==> config.mk <==
export PLATFORM = sky130hd
export DESIGN_NAME = interval_timer_table_flat
export DESIGN_NICKNAME = d
export VERILOG_FILES = /design/src/design/itt_pkg.sv /design/src/design/itt_if.sv /design/src/design/itt_ram.sv /design/src/design/interval_timer_table.sv /design/src/flat_wrapper.sv
export VERILOG_INCLUDE_DIRS = /design/src /design/src/design
export SDC_FILE = /design/constraint.sdc
export NUM_CORES = 1
export LEC_CHECK = 0
export ABC_CLOCK_PERIOD_IN_PS = 8000
export BUFFER_PORTS_ARGS = -buffer_cell sky130_fd_sc_hd__clkbuf_2
export CAP_MARGIN = 40
export CORE_ASPECT_RATIO = 1.5
export CORE_MARGIN = 1.5
export CORE_UTILIZATION = 52
export CTS_BUF_LIST = sky130_fd_sc_hd__clkbuf_2 sky130_fd_sc_hd__clkbuf_4 sky130_fd_sc_hd__clkbuf_8
export DETAILED_ROUTE_END_ITERATION = 8
export GPL_TIMING_DRIVEN = 1
export PLACE_DENSITY = 0.79
export SYNTH_ARGS = -nofsm -noshare
export SYNTH_HDL_FRONTEND = slang
export SYNTH_SLANG_ARGS = --single-unit
==> constraint.sdc <==
create_clock -name clk_i -period 8 [get_ports clk_i]
set_input_delay 2 -clock clk_i [delete_from_list [all_inputs] [get_ports clk_i]]
set_output_delay 2 -clock clk_i [all_outputs]
set_load 0.01 [all_outputs]
==> src/design/assert_macros.svh <==
// assertion macros shared by the design files
`ifndef ASSERT_MACROS_SVH
`define ASSERT_MACROS_SVH

// same-cycle implication, disabled while reset is asserted
`define ASSERT_SAME(lbl, clk, rst_n, ante, cons, msg) \
  lbl: assert property (@(posedge clk) disable iff (!rst_n) (ante) |-> (cons)) \
    else $error(msg);

// next-cycle implication, disabled while reset is asserted
`define ASSERT_NEXT(lbl, clk, rst_n, ante, cons, msg) \
  lbl: assert property (@(posedge clk) disable iff (!rst_n) (ante) |=> (cons)) \
    else $error(msg);

`endif

==> src/design/itt_pkg.sv <==
// package with constants and types of the interval timer table
package itt_pkg;

  localparam int unsigned NUM_SLOTS = 16;
  localparam int unsigned SLOT_W    = 8;
  localparam int unsigned PERIOD_W  = 16;
  localparam int unsigned IDX_W     = (NUM_SLOTS > 1) ? $clog2(NUM_SLOTS) : 1;

  localparam logic FUNC_TICK  = 1'b0;
  localparam logic FUNC_QUERY = 1'b1;

  typedef struct packed {
    logic [PERIOD_W-1:0] period;
    logic [PERIOD_W-1:0] stamp;
  } itt_entry_t;

  localparam int unsigned ENTRY_W = $bits(itt_entry_t);

endpackage

==> src/design/itt_if.sv <==
// handshake interfaces for the query and result channels
interface itt_in_if
  import itt_pkg::*;
();
  logic                valid;
  logic                ready;
  logic                func;
  logic [SLOT_W-1:0]   slot;
  logic [PERIOD_W-1:0] period_ms;

  modport source (output valid, output func, output slot, output period_ms, input ready);
  modport sink   (input valid, input func, input slot, input period_ms, output ready);
endinterface

interface itt_out_if;
  logic valid;
  logic ready;
  logic elapsed;
  logic slot_bad;

  modport source (output valid, output elapsed, output slot_bad, input ready);
  modport sink   (input valid, input elapsed, input slot_bad, output ready);
endinterface

==> src/design/itt_ram.sv <==
// simple dual-port synchronous ram with registered read data
module itt_ram #(
  parameter int unsigned DEPTH = 16,
  parameter int unsigned WIDTH = 32,
  localparam int unsigned AW = (DEPTH > 1) ? $clog2(DEPTH) : 1
) (
  input  logic             clk_i,
  input  logic             we_i,
  input  logic [AW-1:0]    waddr_i,
  input  logic [WIDTH-1:0] wdata_i,
  input  logic             re_i,
  input  logic [AW-1:0]    raddr_i,
  output logic [WIDTH-1:0] rdata_o
);

  logic [WIDTH-1:0] mem [DEPTH];
  logic [WIDTH-1:0] rdata_q;

  always_ff @(posedge clk_i) begin
    if (we_i) begin
      mem[waddr_i] <= wdata_i;
    end
  end

  always_ff @(posedge clk_i) begin
    if (re_i) begin
      rdata_q <= mem[raddr_i];
    end
  end

  assign rdata_o = rdata_q;

endmodule

==> src/design/interval_timer_table.sv <==
// Interval timer table: one shared 16-bit millisecond counter and NUM_SLOTS periodic
// timers whose period and reference stamp sit in one synchronous ram. A tick
// transaction advances the counter. A query transaction reads the slot entry at
// acceptance; in the evaluate state that follows, it is evaluated and, if the period
// changed or has elapsed, written back, and the result register is loaded. No new
// transaction is accepted in the evaluate state, which is held while a previous result
// is still waiting to be taken. Per-slot valid flops, cleared by reset, make a never
// written entry read as zero period and zero stamp, so no clearing pass is needed.
module interval_timer_table
  import itt_pkg::*;
(
  input  logic clk_i,
  input  logic rst_ni,
  itt_in_if.sink    in_i,
  itt_out_if.source out_o
);

`include "assert_macros.svh"

  localparam logic ST_IDLE = 1'b0;
  localparam logic ST_EVAL = 1'b1;

  logic                 state_q, state_d;
  logic [PERIOD_W-1:0]  ms_count_q;
  logic [NUM_SLOTS-1:0] vld_q;
  logic                 hit_q;
  logic                 bad_q;
  logic [IDX_W-1:0]     idx_q;
  logic [PERIOD_W-1:0]  period_q;
  logic                 out_valid_q;
  logic                 elapsed_q;
  logic                 slot_bad_q;

  logic                 in_acc;
  logic                 tick_acc;
  logic                 query_acc;
  logic                 slot_bad;
  logic [IDX_W-1:0]     in_idx;
  logic                 out_free;
  logic                 eval_go;
  logic [ENTRY_W-1:0]   rd_data;
  itt_entry_t           ent;
  itt_entry_t           wr_ent;
  logic [PERIOD_W-1:0]  diff;
  logic                 ram_we;
  logic                 elapsed;

  assign in_i.ready = (state_q == ST_IDLE);
  assign in_acc     = in_i.valid && in_i.ready;
  assign tick_acc   = in_acc && (in_i.func == FUNC_TICK);
  assign query_acc  = in_acc && (in_i.func == FUNC_QUERY);
  assign slot_bad   = {1'b0, in_i.slot} >= 9'(NUM_SLOTS);
  assign in_idx     = IDX_W'(in_i.slot);

  assign out_free = !out_valid_q || out_o.ready;
  assign eval_go  = (state_q == ST_EVAL) && out_free;

  itt_ram #(
    .DEPTH (NUM_SLOTS),
    .WIDTH (ENTRY_W)
  ) u_ram (
    .clk_i   (clk_i),
    .we_i    (ram_we),
    .waddr_i (idx_q),
    .wdata_i (wr_ent),
    .re_i    (query_acc),
    .raddr_i (in_idx),
    .rdata_o (rd_data)
  );

  // entry never written reads as zero
  assign ent  = hit_q ? itt_entry_t'(rd_data) : '0;
  assign diff = ms_count_q - ent.stamp;

  always_comb begin
    ram_we        = 1'b0;
    elapsed       = 1'b0;
    wr_ent.period = period_q;
    wr_ent.stamp  = ms_count_q;
    if (eval_go && !bad_q) begin
      if (ent.period != period_q) begin
        ram_we = 1'b1;
      end else if (diff >= period_q) begin
        ram_we  = 1'b1;
        elapsed = 1'b1;
      end
    end
  end

  always_comb begin
    state_d = state_q;
    unique case (state_q)
      ST_IDLE: begin
        if (query_acc) begin
          state_d = ST_EVAL;
        end
      end
      ST_EVAL: begin
        if (out_free) begin
          state_d = ST_IDLE;
        end
      end
      default: state_d = ST_IDLE;
    endcase
  end

  always_ff @(posedge clk_i or negedge rst_ni) begin
    if (!rst_ni) begin
      state_q     <= ST_IDLE;
      ms_count_q  <= '0;
      vld_q       <= '0;
      out_valid_q <= 1'b0;
    end else begin
      state_q <= state_d;
      if (tick_acc) begin
        ms_count_q <= ms_count_q + PERIOD_W'(1);
      end
      if (ram_we) begin
        vld_q[idx_q] <= 1'b1;
      end
      if (eval_go) begin
        out_valid_q <= 1'b1;
      end else if (out_o.ready) begin
        out_valid_q <= 1'b0;
      end
    end
  end

  always_ff @(posedge clk_i) begin
    if (query_acc) begin
      hit_q    <= vld_q[in_idx] && !slot_bad;
      bad_q    <= slot_bad;
      idx_q    <= in_idx;
      period_q <= in_i.period_ms;
    end
    if (eval_go) begin
      elapsed_q  <= elapsed;
      slot_bad_q <= bad_q;
    end
  end

  assign out_o.valid    = out_valid_q;
  assign out_o.elapsed  = elapsed_q;
  assign out_o.slot_bad = slot_bad_q;

  `ASSERT_NEXT(a_query_to_eval, clk_i, rst_ni, query_acc, state_q == ST_EVAL, "query not evaluated")
  `ASSERT_SAME(a_no_bad_write, clk_i, rst_ni, ram_we, !bad_q && (state_q == ST_EVAL), "bad write")
  `ASSERT_NEXT(a_count_hold, clk_i, rst_ni, !tick_acc, $stable(ms_count_q), "counter moved")
  `ASSERT_SAME(a_result_src, clk_i, rst_ni, $rose(out_valid_q), $past(state_q == ST_EVAL), "stray result")
  `ASSERT_SAME(a_bad_not_elapsed, clk_i, rst_ni, out_valid_q && slot_bad_q, !elapsed_q, "bad elapsed")

endmodule
==> src/flat_wrapper.sv <==
// flat-port wrapper written by rule: the top's interface ports become plain ports
module interval_timer_table_flat import itt_pkg::*;
  (clk_i, rst_ni, in_i_valid, in_i_func, in_i_slot, in_i_period_ms, in_i_ready, out_o_valid, out_o_elapsed, out_o_slot_bad, out_o_ready);
  itt_in_if in_i_i ();
  itt_out_if out_o_i ();
  input  logic clk_i;
  input  logic rst_ni;
  input wire logic [$bits(in_i_i.valid)-1:0] in_i_valid;
  input wire logic [$bits(in_i_i.func)-1:0] in_i_func;
  input wire logic [$bits(in_i_i.slot)-1:0] in_i_slot;
  input wire logic [$bits(in_i_i.period_ms)-1:0] in_i_period_ms;
  output wire logic [$bits(in_i_i.ready)-1:0] in_i_ready;
  output wire logic [$bits(out_o_i.valid)-1:0] out_o_valid;
  output wire logic [$bits(out_o_i.elapsed)-1:0] out_o_elapsed;
  output wire logic [$bits(out_o_i.slot_bad)-1:0] out_o_slot_bad;
  input wire logic [$bits(out_o_i.ready)-1:0] out_o_ready;
  assign in_i_i.valid = in_i_valid;
  assign in_i_i.func = in_i_func;
  assign in_i_i.slot = in_i_slot;
  assign in_i_i.period_ms = in_i_period_ms;
  assign in_i_ready = in_i_i.ready;
  assign out_o_valid = out_o_i.valid;
  assign out_o_elapsed = out_o_i.elapsed;
  assign out_o_slot_bad = out_o_i.slot_bad;
  assign out_o_i.ready = out_o_ready;
  interval_timer_table u_core (.clk_i(clk_i), .rst_ni(rst_ni), .in_i(in_i_i), .out_o(out_o_i));
endmodule
# After elaboration in Yosys (flattened, before gate mapping)
# Memories as Yosys holds them, arrays and structs flattened. A register that Yosys moved wholly into a read port is not among the register bits.
# Cells that the tools add are included.
# Widths: inputs -> output; s select.
dict set report classes {
  addsub 2
  order_cmp 5
  eq_ne 1
  muxes 15
  bitwise 4
  n_reduce_logical 13
}
# cell count
set ops {}
lappend ops {{$mux 32} 1}
lappend ops {{$add 16x1->16 const B} 1}
lappend ops {{$ge 16x16->1} 1}
lappend ops {{$ne 16x16->1} 1}
lappend ops {{$or 16x16->16} 1}
lappend ops {{$sub 16x16->16} 1}
lappend ops {{$mux 1} 11}
lappend ops {{$lt 4x5->1 const B} 2}
lappend ops {{$ge 8x5->1 const B} 1}
lappend ops {{$logic_and 1x1->1} 7}
lappend ops {{$bmux 1 s4} 1}
lappend ops {{$demux 1 s4} 1}
lappend ops {{$ge 4x1->1 const B} 1}
lappend ops {{$logic_not 1->1} 3}
lappend ops {{$not 1->1} 3}
lappend ops {{$pmux 1 s2} 1}
lappend ops {{$reduce_bool 2->1} 1}
lappend ops {{$reduce_or 2->1} 1}
lappend ops {{$logic_or 1x1->1} 1}
dict set report word_totals {
  regBits 58
  mem_bits_rw 512
  inputBits 29
  output_inout_bits 4
  word_cells 51
  n_memories 1
}
# name words word_bits read_ports rd_clocked_by_memory_dff write_ports line_no
set memory_table {}
lappend memory_table {u_core.u_ram.mem 16 32 1 1 1 itt_ram.sv:16} ;# logic [WIDTH-1:0] mem [DEPTH];

# Logic depth before layout (Yosys ltp)
dict set report depth {
  ltp_word 8
  ltp_mapped 20
  depth_no_buf 16
}

# Cells and area by module
# From an unflattened synthesis, not the netlist that was laid out.
dict set report unflattened {
  hier_cells 1202
  area_unflattened_um2 23995.5
}
# module instances cells_each area_each_um2
set modules_own_cells {}
lappend modules_own_cells {itt_ram 1 838 20174.3}
lappend modules_own_cells {interval_timer_table 1 364 3821.2}

# Worst setup path after synthesis
# OpenSTA, ideal clock, no wires.
dict set report synth_timing {
  path_type {flip-flop to flip-flop}
  startpoint {reg u_core.hit_q}
  endpoint {mem u_core.u_ram.mem[3][0], enable pin}
  setup_ps 501
  arrival_ps 6694
  required_ps 7499
  slack_ps 804
  path_stages_with_launch 20
  period_less_slack_ps 7196
  path_cell_list {edfxtp_1 -> buf_4 -> buf_2 -> and2_1 -> ha_1 -> inv_1 -> fa_1 -> a21o_1 -> a221oi_1 -> o21bai_1 -> a21o_1 -> a21oi_1 -> xnor2_1 -> ha_1 -> nand4_1 -> o32ai_1 -> a2111o_1 -> nor2_4 -> buf_6 -> nor4_1}
}
dict set report synth_between {
  elab_chain_cells 8
  elab_cells_between_ends 9
  classes_between {1 x add/sub; 1 x order compare; 1 x eq/ne; 6 x mux}
}
# element line_no
set synth_lines {}
lappend synth_lines {{start: declaration} interval_timer_table.sv:26} ;# logic hit_q;
lappend synth_lines {{start signal: assignment} interval_timer_table.sv:131} ;# hit_q <= vld_q[in_idx] && !slot_bad;
lappend synth_lines {{$mux 32 (*)} interval_timer_table.sv:72} ;# assign ent = hit_q ? itt_entry_t'(rd_data) : '0;
lappend synth_lines {{$sub 16x16->16} interval_timer_table.sv:73} ;# assign diff = ms_count_q - ent.stamp;
lappend synth_lines {{$ge 16x16->1} interval_timer_table.sv:83} ;# end else if (diff >= period_q) begin
lappend synth_lines {{$mux 1} interval_timer_table.sv:83}
lappend synth_lines {{$mux 1 (*)} interval_timer_table.sv:81} ;# if (ent.period != period_q) begin
lappend synth_lines {{$mux 1 (*)} interval_timer_table.sv:80} ;# if (eval_go && !bad_q) begin
lappend synth_lines {{$mux 1 (*)} itt_ram.sv:20} ;# if (we_i) begin
lappend synth_lines {{$mux 1 (not written as such) (*)} itt_ram.sv:21} ;# mem[waddr_i] <= wdata_i;
lappend synth_lines {{end: declaration} itt_ram.sv:16}
# Mark *: on every way between the ends. The rest lies on a longest branch, timed or not.

# Final worst setup path
dict set report layout_timing {
  startpoint {reg u_core.hit_q}
  endpoint {mem u_core.u_ram.mem[3][9], enable pin}
}
# Same word-level chain as after synthesis.

==> impl_summary.md <==
CTS
The depth of the CTS H-tree is 3. In this run the clock root is driven by a sky130_fd_sc_hd__clkbuf_8. The number of buffers inserted during clock tree synthesis is 80. The CTS tree is built. The clock passes through at most 3 buffers.

The count of hold-fix buffers inserted at cts is 0. Once the clock tree was built, the resizer swapped 0 gates to a different size. The clock net sink count is 602.

Clock-pin slew was measured on the worst setup and hold paths at 70 ps. The buffers inserted during post-CTS setup optimization is 0. The later pin in the worst-skew pair is clocked with a latency of 640 ps.

Power
In this run the static leakage power is 0.00926 µW. Power spread over the standard cell area amounts to 242 nW/µm². Across the VDD grid, the largest voltage drop is 0.109 mV.

Logic synthesis
The instance count of the mapped netlist is 1,138. The number of synthesis warnings is 0. A synthesized cell averages 21.1 µm².

The number of nets in the synthesized netlist is 1,201. In this run the biggest area consumer among cell types represents 71.0% of the synthesized area. The portion of the post-synthesis area used by sequential elements is 74.5%.

For this run, the leading register cell type out of synthesis is sky130_fd_sc_hd__edfxtp_1. The number of different library cells used by synthesis comes to 56. The flip-flop and latch count after synthesis is 602. The most area-hungry cell type in the Yosys netlist is sky130_fd_sc_hd__edfxtp_1.

Counting flops with a built-in enable in the synthesized netlist gives 568. The cell area after synthesis is 24,000 µm². Counting flops with an async set or reset pin after synthesis yields a share of 5.65%. By area the synthesized netlist is led by sky130_fd_sc_hd__edfxtp_1 (71%), sky130_fd_sc_hd__mux4_2 (15%), sky130_fd_sc_hd__dfrtp_1 (3.5%), sky130_fd_sc_hd__ha_1 (1.7%), sky130_fd_sc_hd__xnor2_1 (0.87%).

Floorplanning
Row generation in the floorplan step produced 96 rows. 33 I/O pins were placed. In this run the standard cell core region covers 45,600 µm². The full die area is 47,500 µm².

In this run the horizontal extent of the chip is 178 µm. The initial standard-cell utilization of the core is 52.6%. The vertical extent of the die is 266 µm.

Global routing
The largest net degree at the start of global routing is 134. The global router's overall resource usage is 21.6%. The number of antenna violations at the first check in global routing is 1. The number of global-route vias before repair is 11,900. The first global-routing pass estimated 74,300 µm of wire.

The aggregate global routing overflow is 0.

Placed design
The HPWL after detailed placement is 31,500 µm. The number of placed instances with taps included is 1,743. The final weighted congestion in routability-driven placement is 0.912. The placement-stage cell area is 25,300 µm². The number of port buffers is 32.

Outcome
The flow ran to the end, and the final reports show no timing, DRC or antenna violations.

Critical path
Data on the critical path arrives at its endpoint at 5770 ps. The worst setup path is launched from a flop. The kind of critical path is reg2reg. The maximum fanout encountered on the critical timing path is 40.

The worst setup path is captured at a flop. At the worst endpoint, the required time is 8260 ps.

Layout
For this run, the post-layout net count is 1,300. Compared with the post-synthesis result, the final layout area differs by 12.4%. In the final layout, the share of cells above drive strength 1 is 29.5%. The final standard cell area without fillers is 27,000 µm². The number of non-filler instances in the completed layout is 1,889.

Timing
The maximum frequency from static timing analysis is 181 MHz. The count of pins over their slew limit is 0. The slew at the pin closest to its max-slew limit is 977 ps. The worst relative slew slack is 34.9%. The worst hold margin is 470 ps.

Setup violations remaining at the end of the flow were counted as 0. Setup repair after global routing left no endpoint under its margin. Subtracting the final worst setup slack from the clock period gives 5510 ps.

The count of final hold-check violations is 0. The final setup skew is 21.6 ps. The sum of negative setup slack is 0 ps. Dividing the final minimum period by the clock period gives 68.9%.

Drt
The post-route antenna net violation count is 0. The routed via count is 11,700. Dividing the detail-routed via count by the number of cells gives 6.17.

The DRC violation count after routing is 0. The detailed router finished its first iteration with 1,225 violations. In the final routed layout, each cell accounts on average for 26.2 µm.

The first detailed-routing pass took 6 iterations. The final wirelength is 49,500 µm.

Flow run
The total of max-cap violations is 0.

Worst hold path
The type of the most critical hold path is reg2reg.
-- path summary, 6_finish.rpt --
kind                                      start                      to  slack (ps)  depth (start not counted)
worst max-delay path               u_core.hit_q  u_core.u_ram.mem[3][9]        2490                         19
worst min-delay path            u_core.vld_q[6]         u_core.vld_q[6]         470                          2
worst max register to register     u_core.hit_q  u_core.u_ram.mem[3][9]        2490                         19
worst min register to register  u_core.vld_q[6]         u_core.vld_q[6]         470                          2
max in group asynchronous                rst_ni    u_core.ms_count_q[7]        6190                          2
min in group asynchronous                rst_ni         u_core.vld_q[6]        1300                          1
-- layer usage --
layer  share of wire (%)  track usage [%]  vias to the layer above
met3                 6.3             2.81                       84
met4                 2.9             7.97                        0
li1                    -                -                     4941
met2                  51             34.7                      460
met1                  40             30.6                     6178
met5                   0                0                        -
-- sequential cells by signal (all words and copies together), names as in the netlist --
name / count
u_core.u_ram.mem: 512
u_core.u_ram.rdata_o: 32
u_core.ms_count_q: 16
u_core.period_q: 16
u_core.vld_q: 16
u_core.idx_q: 4
u_core.bad_q: 1
u_core.hit_q: 1
u_core.out_o.elapsed: 1
u_core.out_o.slot_bad: 1
u_core.out_o.valid: 1
u_core.state_q: 1
-- where the power goes --
group,total (µW),switching (µW),leakage [µW],internal [µW]
registers,3620,88.5,0.00592,3530
clock network,2410,1090,0.000889,1320
logic,507,277,0.00245,230
total,6540,1450,0.00926,5080
-- cell families (layout without fill, tap and decap cells) --
group           Yosys count  after routing  synth area share [%]
compound gates           77             77                  2.20
other cells               0              1                     0
mux                     166            166                  15.5
simple gates            147            147                  3.27
fa+ha+maj                34             34                  1.80
xor+xnor                 37             37                  1.35
flops                   602            602                  74.5
buf+inv                  75            237                  1.33
-- through the flow --
stage	utilization, %	setup WS [ps]	total power, µW
final	59.2	2490	6540
after global routing	59.2	2160	6760
after CTS	59.1	2440	6570
after detailed placement	55.4	2480	4190
after global placement	54.8	2490	4170
after floorplan	-	804	4010
-- layout make-up --
cell class / count / area, µm²
antenna: 1 / 2.50
clock buffer: 107 / 1340
clock inverter: 38 / 354
fill: 3123 / 18600
inverter: 27 / 101
multi-input combinational: 461 / 5920
sequential: 602 / 17900
tap: 588 / 736
timing repair buffer: 65 / 639
-- synth_stat cells (2+ instances only) --
cell type / n
sky130_fd_sc_hd__a21o_1: 7
sky130_fd_sc_hd__a21oi_1: 15
sky130_fd_sc_hd__a221oi_1: 2
sky130_fd_sc_hd__a22oi_1: 2
sky130_fd_sc_hd__a31oi_1: 2
sky130_fd_sc_hd__a32o_1: 2
sky130_fd_sc_hd__and2_1: 2
sky130_fd_sc_hd__and3_1: 12
sky130_fd_sc_hd__and4_1: 2
sky130_fd_sc_hd__buf_1: 4
sky130_fd_sc_hd__buf_2: 12
sky130_fd_sc_hd__buf_4: 2
sky130_fd_sc_hd__buf_6: 2
sky130_fd_sc_hd__clkbuf_1: 28
sky130_fd_sc_hd__dfrtp_1: 34
sky130_fd_sc_hd__edfxtp_1: 568
sky130_fd_sc_hd__ha_1: 33
sky130_fd_sc_hd__inv_1: 27
sky130_fd_sc_hd__mux4_2: 165
sky130_fd_sc_hd__nand2_1: 35
sky130_fd_sc_hd__nand2b_1: 7
sky130_fd_sc_hd__nand3_1: 23
sky130_fd_sc_hd__nand4_1: 11
sky130_fd_sc_hd__nand4b_1: 2
sky130_fd_sc_hd__nor2_1: 25
sky130_fd_sc_hd__nor2b_1: 6
sky130_fd_sc_hd__nor3_1: 4
sky130_fd_sc_hd__nor4_1: 5
sky130_fd_sc_hd__nor4bb_1: 3
sky130_fd_sc_hd__o211ai_1: 2
sky130_fd_sc_hd__o21ai_0: 12
sky130_fd_sc_hd__o21bai_1: 15
sky130_fd_sc_hd__o22ai_1: 4
sky130_fd_sc_hd__o2bb2ai_1: 3
sky130_fd_sc_hd__o41ai_1: 4
sky130_fd_sc_hd__xnor2_1: 24
sky130_fd_sc_hd__xor2_1: 13
-- worst max-delay path, stage by stage, from the launching register on --
cell and delay, ps:
sky130_fd_sc_hd__edfxtp_1 320, sky130_fd_sc_hd__buf_4 330, sky130_fd_sc_hd__and2_1 220, sky130_fd_sc_hd__ha_1 190
sky130_fd_sc_hd__inv_1 60, sky130_fd_sc_hd__fa_1 440, sky130_fd_sc_hd__a21o_1 190, sky130_fd_sc_hd__a221oi_1 500
sky130_fd_sc_hd__o21bai_1 190, sky130_fd_sc_hd__a21o_1 210, sky130_fd_sc_hd__a21oi_1 160, sky130_fd_sc_hd__xnor2_1 90
sky130_fd_sc_hd__ha_1 290, sky130_fd_sc_hd__nand4_1 120, sky130_fd_sc_hd__o32ai_1 300, sky130_fd_sc_hd__a2111o_1 280
sky130_fd_sc_hd__nor2_4 60, sky130_fd_sc_hd__buf_4 300, sky130_fd_sc_hd__nor4_2 330, sky130_fd_sc_hd__buf_4 510
-- cells in the final DEF (no fill, tap or decap), types with 16 or more instances in the layout --
| master | instances |
|---|---|
| sky130_fd_sc_hd__mux4_2 | 165 |
| sky130_fd_sc_hd__clkbuf_8 | 87 |
| sky130_fd_sc_hd__clkbuf_4 | 21 |
| sky130_fd_sc_hd__ha_1 | 33 |
| sky130_fd_sc_hd__nand3_1 | 23 |
| sky130_fd_sc_hd__buf_12 | 16 |
| sky130_fd_sc_hd__xnor2_1 | 24 |
| sky130_fd_sc_hd__buf_4 | 17 |
| sky130_fd_sc_hd__inv_1 | 27 |
| sky130_fd_sc_hd__clkbuf_2 | 29 |
| sky130_fd_sc_hd__dfrtp_1 | 34 |
| sky130_fd_sc_hd__edfxtp_1 | 568 |
| sky130_fd_sc_hd__nand2_1 | 35 |
Note: power is estimated with default switching activity, not from simulation.
